## src/hdl/mpct_pkg.sv

```systemverilog
// Shared types and constants for the mouse packet cursor tracker.
`timescale 1ns / 1ps
package mpct_pkg;

  // Configuration register indexes
  localparam logic [1:0] REG_SENSITIVITY = 2'd0;
  localparam logic [1:0] REG_START_X     = 2'd1;
  localparam logic [1:0] REG_START_Y     = 2'd2;

  // Item kinds carried on s_tuser
  localparam logic KIND_BYTE = 1'b0;
  localparam logic KIND_TICK = 1'b1;

  // Field widths
  localparam int unsigned POS_X_W = 10;
  localparam int unsigned POS_Y_W = 9;
  localparam int unsigned SENS_W  = 7;
  localparam int unsigned CFG_W   = 10;
  localparam int unsigned DIV_STEPS = 8;

  // Largest values the position fields can hold
  localparam int unsigned POS_X_MAX = 1023;
  localparam int unsigned POS_Y_MAX = 511;

  // Controller to datapath commands
  typedef struct packed {
    logic byte_en;    // take s_tdata as a packet byte
    logic div_start;  // load divider with delta magnitudes
    logic div_step;   // one restoring division step on both axes
    logic commit;     // update position and load output register
  } mpct_cmd_t;

  // Datapath to controller status
  typedef struct packed {
    logic out_free;   // output register empty or being drained
  } mpct_sts_t;

endpackage

```

## src/hdl/mpct_ctrl.sv

```systemverilog
// Controller state machine for the mouse packet cursor tracker.
`timescale 1ns / 1ps
module mpct_ctrl import mpct_pkg::*; (
  input  logic      clk,
  input  logic      rst,
  input  logic      s_tvalid,
  output logic      s_tready,
  input  logic      s_tuser,     // [0] kind
  input  mpct_sts_t sts,
  output mpct_cmd_t cmd
);

  typedef enum logic [2:0] {
    ST_IDLE = 3'b001,
    ST_DIV  = 3'b010,
    ST_DONE = 3'b100
  } state_t;

  state_t state, state_next;
  logic [2:0] step, step_next;
  logic accept;

  assign s_tready = (state == ST_IDLE);
  assign accept   = s_tvalid && s_tready;

  // Next state and commands
  always_comb begin
    state_next    = state;
    step_next     = step;
    cmd           = '0;
    unique case (state)
      ST_IDLE: begin
        if (accept) begin
          if (s_tuser == KIND_TICK) begin
            cmd.div_start = 1'b1;
            step_next     = '0;
            state_next    = ST_DIV;
          end else begin
            cmd.byte_en = 1'b1;
          end
        end
      end
      ST_DIV: begin
        cmd.div_step = 1'b1;
        step_next    = step + 3'd1;
        if (step == 3'(DIV_STEPS - 1)) state_next = ST_DONE;
      end
      ST_DONE: begin
        if (sts.out_free) begin
          cmd.commit = 1'b1;
          state_next = ST_IDLE;
        end
      end
      default: state_next = ST_IDLE;
    endcase
  end

  always_ff @(posedge clk) begin
    if (rst) begin
      state <= ST_IDLE;
      step  <= '0;
    end else begin
      state <= state_next;
      step  <= step_next;
    end
  end

endmodule

```

## src/hdl/mpct_dp.sv

```systemverilog
// Datapath: packet bytes, delta dividers, cursor position and output register.
`timescale 1ns / 1ps
module mpct_dp import mpct_pkg::*; #(
  parameter int unsigned SCREEN_W = 640,
  parameter int unsigned SCREEN_H = 480
) (
  input  logic             clk,
  input  logic             rst,
  input  logic [7:0]       s_tdata,
  input  logic             cfg_valid,
  input  logic             cfg_ready,
  input  logic [1:0]       cfg_index,
  input  logic [CFG_W-1:0] cfg_data,
  output logic             m_tvalid,
  input  logic             m_tready,
  output logic [23:0]      m_tdata,
  input  mpct_cmd_t        cmd,
  output mpct_sts_t        sts
);

  localparam int unsigned HX = (SCREEN_W < POS_X_MAX) ? SCREEN_W : POS_X_MAX;
  localparam int unsigned HY = (SCREEN_H < POS_Y_MAX) ? SCREEN_H : POS_Y_MAX;

  logic [1:0]         byte_phase;
  logic [7:0]         held_x_byte;
  logic [7:0]         delta_x;
  logic [7:0]         delta_y;
  logic [POS_X_W-1:0] pos_x;
  logic [POS_Y_W-1:0] pos_y;
  logic [SENS_W-1:0]  sensitivity;
  logic [POS_X_W-1:0] out_x;
  logic [POS_Y_W-1:0] out_y;

  // Divider state per axis: quotient shift register and remainder
  logic [7:0]        quo_x, quo_y;
  logic [SENS_W-1:0] rem_x, rem_y;
  logic              neg_x, neg_y;

  logic [SENS_W-1:0] divisor;
  logic [7:0]        trial_x, trial_y;
  logic              ge_x, ge_y;
  logic [7:0]        diff_x, diff_y;
  logic signed [8:0] sq_x, sq_y;
  logic signed [11:0] nx, ny;
  logic [POS_X_W-1:0] cx;
  logic [POS_Y_W-1:0] cy;
  logic               cfg_we;

  assign cfg_we  = cfg_valid && cfg_ready;
  assign divisor = (sensitivity == '0) ? SENS_W'(1) : sensitivity;

  // One restoring step on each axis
  assign trial_x = {rem_x, quo_x[7]};
  assign trial_y = {rem_y, quo_y[7]};
  assign ge_x    = trial_x >= {1'b0, divisor};
  assign ge_y    = trial_y >= {1'b0, divisor};
  assign diff_x  = trial_x - {1'b0, divisor};
  assign diff_y  = trial_y - {1'b0, divisor};

  // Signed quotients, truncated toward zero
  assign sq_x = neg_x ? -$signed({1'b0, quo_x}) : $signed({1'b0, quo_x});
  assign sq_y = neg_y ? -$signed({1'b0, quo_y}) : $signed({1'b0, quo_y});

  // New position and clamp
  assign nx = $signed({2'b00, pos_x}) + 12'(sq_x);
  assign ny = $signed({3'b000, pos_y}) - 12'(sq_y);

  always_comb begin
    if (nx < 0)                       cx = '0;
    else if (nx > $signed(12'(HX)))   cx = POS_X_W'(HX);
    else                              cx = nx[POS_X_W-1:0];
    if (ny < 0)                       cy = '0;
    else if (ny > $signed(12'(HY)))   cy = POS_Y_W'(HY);
    else                              cy = ny[POS_Y_W-1:0];
  end

  // Packet assembly
  always_ff @(posedge clk) begin
    if (rst) begin
      byte_phase  <= '0;
      held_x_byte <= '0;
      delta_x     <= '0;
      delta_y     <= '0;
    end else if (cmd.byte_en) begin
      unique case (byte_phase)
        2'd0: byte_phase <= 2'd1;
        2'd1: begin
          held_x_byte <= s_tdata;
          byte_phase  <= 2'd2;
        end
        default: begin
          delta_x    <= held_x_byte;
          delta_y    <= s_tdata;
          byte_phase <= 2'd0;
        end
      endcase
    end
  end

  // Iterative dividers, both axes in lockstep
  always_ff @(posedge clk) begin
    if (cmd.div_start) begin
      quo_x <= delta_x[7] ? 8'(-delta_x) : delta_x;
      quo_y <= delta_y[7] ? 8'(-delta_y) : delta_y;
      neg_x <= delta_x[7];
      neg_y <= delta_y[7];
      rem_x <= '0;
      rem_y <= '0;
    end else if (cmd.div_step) begin
      quo_x <= {quo_x[6:0], ge_x};
      quo_y <= {quo_y[6:0], ge_y};
      rem_x <= ge_x ? diff_x[SENS_W-1:0] : trial_x[SENS_W-1:0];
      rem_y <= ge_y ? diff_y[SENS_W-1:0] : trial_y[SENS_W-1:0];
    end
  end

  // Configuration and cursor position
  always_ff @(posedge clk) begin
    if (rst) begin
      sensitivity <= SENS_W'(1);
      pos_x       <= '0;
      pos_y       <= '0;
    end else if (cfg_we) begin
      unique case (cfg_index)
        REG_SENSITIVITY: sensitivity <= cfg_data[SENS_W-1:0];
        REG_START_X:     pos_x       <= cfg_data[POS_X_W-1:0];
        REG_START_Y:     pos_y       <= cfg_data[POS_Y_W-1:0];
        default: ;
      endcase
    end else if (cmd.commit) begin
      pos_x <= cx;
      pos_y <= cy;
    end
  end

  // Output register
  always_ff @(posedge clk) begin
    if (rst) begin
      m_tvalid <= 1'b0;
    end else if (cmd.commit) begin
      m_tvalid <= 1'b1;
    end else if (m_tready) begin
      m_tvalid <= 1'b0;
    end
  end

  always_ff @(posedge clk) begin
    if (cmd.commit) begin
      out_x <= cx;
      out_y <= cy;
    end
  end

  assign m_tdata      = {5'b00000, out_y, out_x};
  assign sts.out_free = !m_tvalid || m_tready;

endmodule

```

## src/hdl/mouse_packet_cursor_tracker.sv

```systemverilog
// Top level of the mouse packet cursor tracker.
// Byte items produce no result.
// A tick item is accepted, then a shared-step restoring divider runs
// (one quotient bit per cycle on both axes) and the tick is committed once the output register is free;
// the result sits in an output register, and no new item is taken until the tick has been committed.
// Synchronous active-high reset: sensitivity 1, cursor at 0,0, deltas zero.
`timescale 1ns / 1ps
module mouse_packet_cursor_tracker import mpct_pkg::*; #(
  parameter int unsigned SCREEN_W = 640,
  parameter int unsigned SCREEN_H = 480
) (
  input  logic             clk,
  input  logic             rst,
  input  logic             s_tvalid,
  output logic             s_tready,
  input  logic [7:0]       s_tdata,    // [7:0] rx_byte
  input  logic             s_tuser,    // [0] kind
  output logic             m_tvalid,
  input  logic             m_tready,
  output logic [23:0]      m_tdata,    // [9:0] cursor_x, [18:10] cursor_y, rest zero
  input  logic             cfg_valid,
  output logic             cfg_ready,
  input  logic [1:0]       cfg_index,
  input  logic [CFG_W-1:0] cfg_data
);

  mpct_cmd_t cmd;
  mpct_sts_t sts;

  assign cfg_ready = 1'b1;

  mpct_ctrl u_ctrl (
    .clk      (clk),
    .rst      (rst),
    .s_tvalid (s_tvalid),
    .s_tready (s_tready),
    .s_tuser  (s_tuser),
    .sts      (sts),
    .cmd      (cmd)
  );

  mpct_dp #(
    .SCREEN_W (SCREEN_W),
    .SCREEN_H (SCREEN_H)
  ) u_dp (
    .clk       (clk),
    .rst       (rst),
    .s_tdata   (s_tdata),
    .cfg_valid (cfg_valid),
    .cfg_ready (cfg_ready),
    .cfg_index (cfg_index),
    .cfg_data  (cfg_data),
    .m_tvalid  (m_tvalid),
    .m_tready  (m_tready),
    .m_tdata   (m_tdata),
    .cmd       (cmd),
    .sts       (sts)
  );

endmodule

```

## config.mk

```make
export PLATFORM = sky130hd
export DESIGN_NAME = mouse_packet_cursor_tracker
export DESIGN_NICKNAME = d
export VERILOG_FILES = /design/src/hdl/mpct_pkg.sv /design/src/hdl/mpct_ctrl.sv /design/src/hdl/mpct_dp.sv /design/src/hdl/mouse_packet_cursor_tracker.sv
export SDC_FILE = /design/constraint.sdc
export NUM_CORES = 1
export LEC_CHECK = 0
export ABC_AREA = 1
export ABC_CLOCK_PERIOD_IN_PS = 2500
export BUFFER_PORTS_ARGS = -buffer_cell sky130_fd_sc_hd__buf_4
export CORE_ASPECT_RATIO = 1.2
export CORE_MARGIN = 3
export CORE_UTILIZATION = 55
export DETAILED_ROUTE_END_ITERATION = 6
export GPL_TIMING_DRIVEN = 0
export PLACE_DENSITY = 0.82
export SYNTH_ARGS = -nofsm -noshare
export SYNTH_HDL_FRONTEND = slang
export SYNTH_SLANG_ARGS = --single-unit
```

## constraint.sdc

```tcl
create_clock -name clk -period 2.5 [get_ports clk]
set_input_delay 0.125 -clock clk [delete_from_list [all_inputs] [get_ports clk]]
set_output_delay 0.125 -clock clk [all_outputs]
set_load 0.1 [all_outputs]
```

==> impl_metrics.json <==
{
  "antenna_left": 0,
  "setup_viol": 38,
  "wirelength_um": 17600,
  "drt-initial-drc-count": 374,
  "hold_end": "u_dp.held_x_byte[0]",
  "clock_latency_ns": 0.36,
  "async_reset_ff_frac": 0,
  "use_met2": 0.425,
  "nets": 1114,
  "holdPathStages": 3,
  "pre_cts_ws_ns": -0.454,
  "drive_above_1_share": 0.241,
  "finalHoldViolations": 0,
  "antenna_cells": 0,
  "fin_skew_ns": 0.00911,
  "cap_violations": 0,
  "synth_seq_cells": 110,
  "drv_slew": 0,
  "hold_class": "input port to flop",
  "fin_area_um2": 8650,
  "drc_errors": 0,
  "clkSlewWorstSetupHoldPaths_ns": 0.08,
  "dieArea_um2": 14100,
  "postSynthCellCount": 949,
  "reg2reg_depth": 19,
  "grt_first_pass_wirelength_um": 27900,
  "dieHeight_um": 129,
  "vdd_ir_drop_max_v": 0.000694,
  "numCtsBuffers": 9,
  "core_area_um2": 12200,
  "htreeDepth": 3,
  "place_area_um2": 7630,
  "pwr_density_cell_nw_per_um2": 857,
  "crit_fanout": 5,
  "required_ns": 2.62,
  "cts_tree": "done",
  "max_slew_margin": 0.263,
  "grt_overflow": 0,
  "use_met1": 0.309,
  "layout_setup_ws_ns": -0.478,
  "met3_usage": 0.0294,
  "antenna_found_initial": 0,
  "yosys_warnings": 0,
  "num_rows": 44,
  "io_pins": 53,
  "via_count": 6551,
  "drt_pass1_iterations": 6,
  "outcome": "complete, but fails checks",
  "top_usage_layer": "met2",
  "fin_crit_ns": 2.98,
  "dp.final_hpwl_um": 12200,
  "hold_ws_ns": 0.000112,
  "area_growth_pct": 24.3,
  "critPathCaptureType": "flop",
  "ys.flop_type": "dfxtp_1",
  "die_w_um": 109,
  "rr_endpoint": "u_dp.out_y[2]",
  "clock.fmax_mhz": 336,
  "wire_per_inst_um": 14.6,
  "worstPathArrival_ns": 3.10,
  "synth_edf_count": 37,
  "cts_buffer_depth": 2,
  "grt_use_total": 0.249,
  "via_per_inst": 5.43,
  "grt_pass1_vias": 6171,
  "tightest_slew_ns": 1.10,
  "criticalPathCategory": "flop to flop",
  "syn_area_per_cell_um2": 7.34,
  "start_util": 0.570,
  "ctsHoldBuffers": 0,
  "synth.distinct_cells": 48,
  "startpoint_type": "flop",
  "reg2reg_slack_ns": -0.48,
  "finalPower_uw": 7410,
  "clkSinkCount": 110,
  "fin_crit_sh": 1.19,
  "cts-root-buf": "clkbuf_16",
  "gp_routability_congestion": 0.906,
  "rsz0062_at_grt": "true",
  "leakage_uw": 0.00408,
  "r2r-start": "u_dp.quo_y[1]",
  "io_buffers": 45,
  "grt_max_degree": 23,
  "violations": "negative setup slack",
  "worstHoldStart": "s_tdata[0]",
  "synthesis.area_um2": 6960,
  "yosysSeqAreaShare": 0.369
}
==> layer usage <==
metal | vias to the layer above | wire [um]
li1 | 3245 | -
met5 | - | 0
met3 | 50 | 1060
met4 | 0 | 682
met2 | 254 | 8790
met1 | 3002 | 7090
==> critical path: stages, from the launching register on <==
cell and delay (ns):
edfxtp_1 0.44, inv_2 0.11, ha_4 0.15, nand3_4 0.09, o31ai_4 0.23, xor2_1 0.22, inv_2 0.08, ha_4 0.25
nand2_4 0.10, inv_4 0.04, a21oi_4 0.18, nand2_2 0.08, nand2_2 0.08, nand2_2 0.06, nor2_4 0.13, nand2_1 0.08
nand2_2 0.10, nand3_4 0.13, nand2_4 0.12, nor2_1 0.06
==> metrics by stage <==
step | utilization | setup TNS (ns) | cells
2_1_floorplan | - | -1.27 | 953
3_3_place_gp | 0.624 | -10.71 | 1159
3_5_place_dp | 0.624 | -13.28 | 1159
4_1_cts | 0.681 | -9.69 | 1196
5_1_grt | 0.708 | -19.23 | 1207
6_report | 0.708 | -11.94 | 1207
==> synthesized netlist by cell type (2+ instances only) <==
master	n	area, um2
inv_2	6	22.5
nand2_1	176	661
o211ai_1	2	15.0
nand2_2	17	106
buf_2	4	20.0
nor2_4	2	22.5
nand3_2	4	40.0
nand4_1	19	119
nand3_1	32	160
nor3_2	2	20.0
nor2_1	122	458
nand3b_1	3	22.5
conb_1	2	7.51
nor4_1	2	12.5
o21ai_1	3	15.0
o31ai_1	4	30.0
buf_6	4	45.0
xor2_1	29	254
edfxtp_1	37	1110
a21oi_2	6	52.6
fa_1	4	80.1
nor2_2	3	18.8
o21ai_0	96	480
a211oi_1	2	15.0
ha_1	43	538
xnor2_1	6	52.6
buf_4	7	52.6
a21oi_1	59	295
a21o_1	2	15.0
inv_1	136	510
clkbuf_1	17	63.8
nor3_1	10	50.1
dfxtp_1	73	1460
==> logic make-up after synthesis <==
group           count (synthesis)  synth area share
xor+xnor                       36            0.0464
simple gates                  396             0.249
buf+inv                       177             0.104
flops                         110             0.369
fa+ha+maj                      47            0.0888
compound gates                181             0.141
other cells                     2           0.00108
==> registers in the layout (all words and copies together), names as in the netlist <==
signal,count
u_dp.quo_x,8
u_dp.sensitivity,7
u_dp.delta_y,8
u_dp.rem_x,7
u_ctrl.state,3
u_dp.pos_y,9
u_ctrl.step,3
u_dp.out_x,10
u_dp.neg_y,1
u_dp.neg_x,1
u_dp.quo_y,8
u_dp.pos_x,10
u_dp.rem_y,7
u_dp.out_y,9
u_dp.delta_x,8
u_dp.byte_phase,2
u_dp.held_x_byte,8
u_dp.m_tvalid,1
==> cells in the final DEF (no fill, tap or decap), drive strengths merged, types with 6 or more instances in the layout <==
cell type,count
dfxtp,73
conb,6
nand4,20
clkbuf,27
nor2,127
edfxtp,37
ha,43
a21oi,66
inv,145
xor2,30
xnor2,6
nor3,12
o21ai,100
nand3,38
buf,92
nand2,193
==> worst max-delay path by stage <==
stage / startpoint / to / slack [ns] / cells after the start
after floorplan: u_dp.quo_y[0] / u_dp.out_y[4] / -0.14 / 19
after global placement: u_dp.quo_y[0] / u_dp.out_y[4] / -0.38 / 19
after detailed placement: u_dp.quo_y[0] / u_dp.out_y[4] / -0.45 / 19
after CTS: u_dp.quo_y[1] / u_dp.out_y[4] / -0.38 / 19
after global routing: u_dp.quo_y[1] / u_dp.out_y[2] / -0.63 / 19
final: u_dp.quo_y[1] / u_dp.out_y[2] / -0.48 / 19
==> layout make-up <==
| class | instances | area [um2] |
|---|---|---|
| timing repair buffer | 78 | 636 |
| inverter | 143 | 542 |
| clock inverter | 7 | 113 |
| clock buffer | 9 | 225 |
| sequential | 110 | 2570 |
| fill | 921 | 3570 |
| multi-input combinational | 667 | 4170 |
| tap | 161 | 201 |
| buffer | 32 | 196 |
==> power breakdown <==
part	switching [uW]	total, uW	internal, uW
registers	158	2260	2100
logic	2180	3560	1380
clock network	769	1590	825
total	3110	7410	4300
==> repair_timing <==
action	4_1_cts	5_1_grt
pin swaps	43	42
gates cloned	1	1
resized for setup	40	68
endpoints found under the hold margin	0	0
endpoints found under the setup margin	46	51
setup buffers	22	10
No activity file was read; power rests on OpenSTA's default activity.
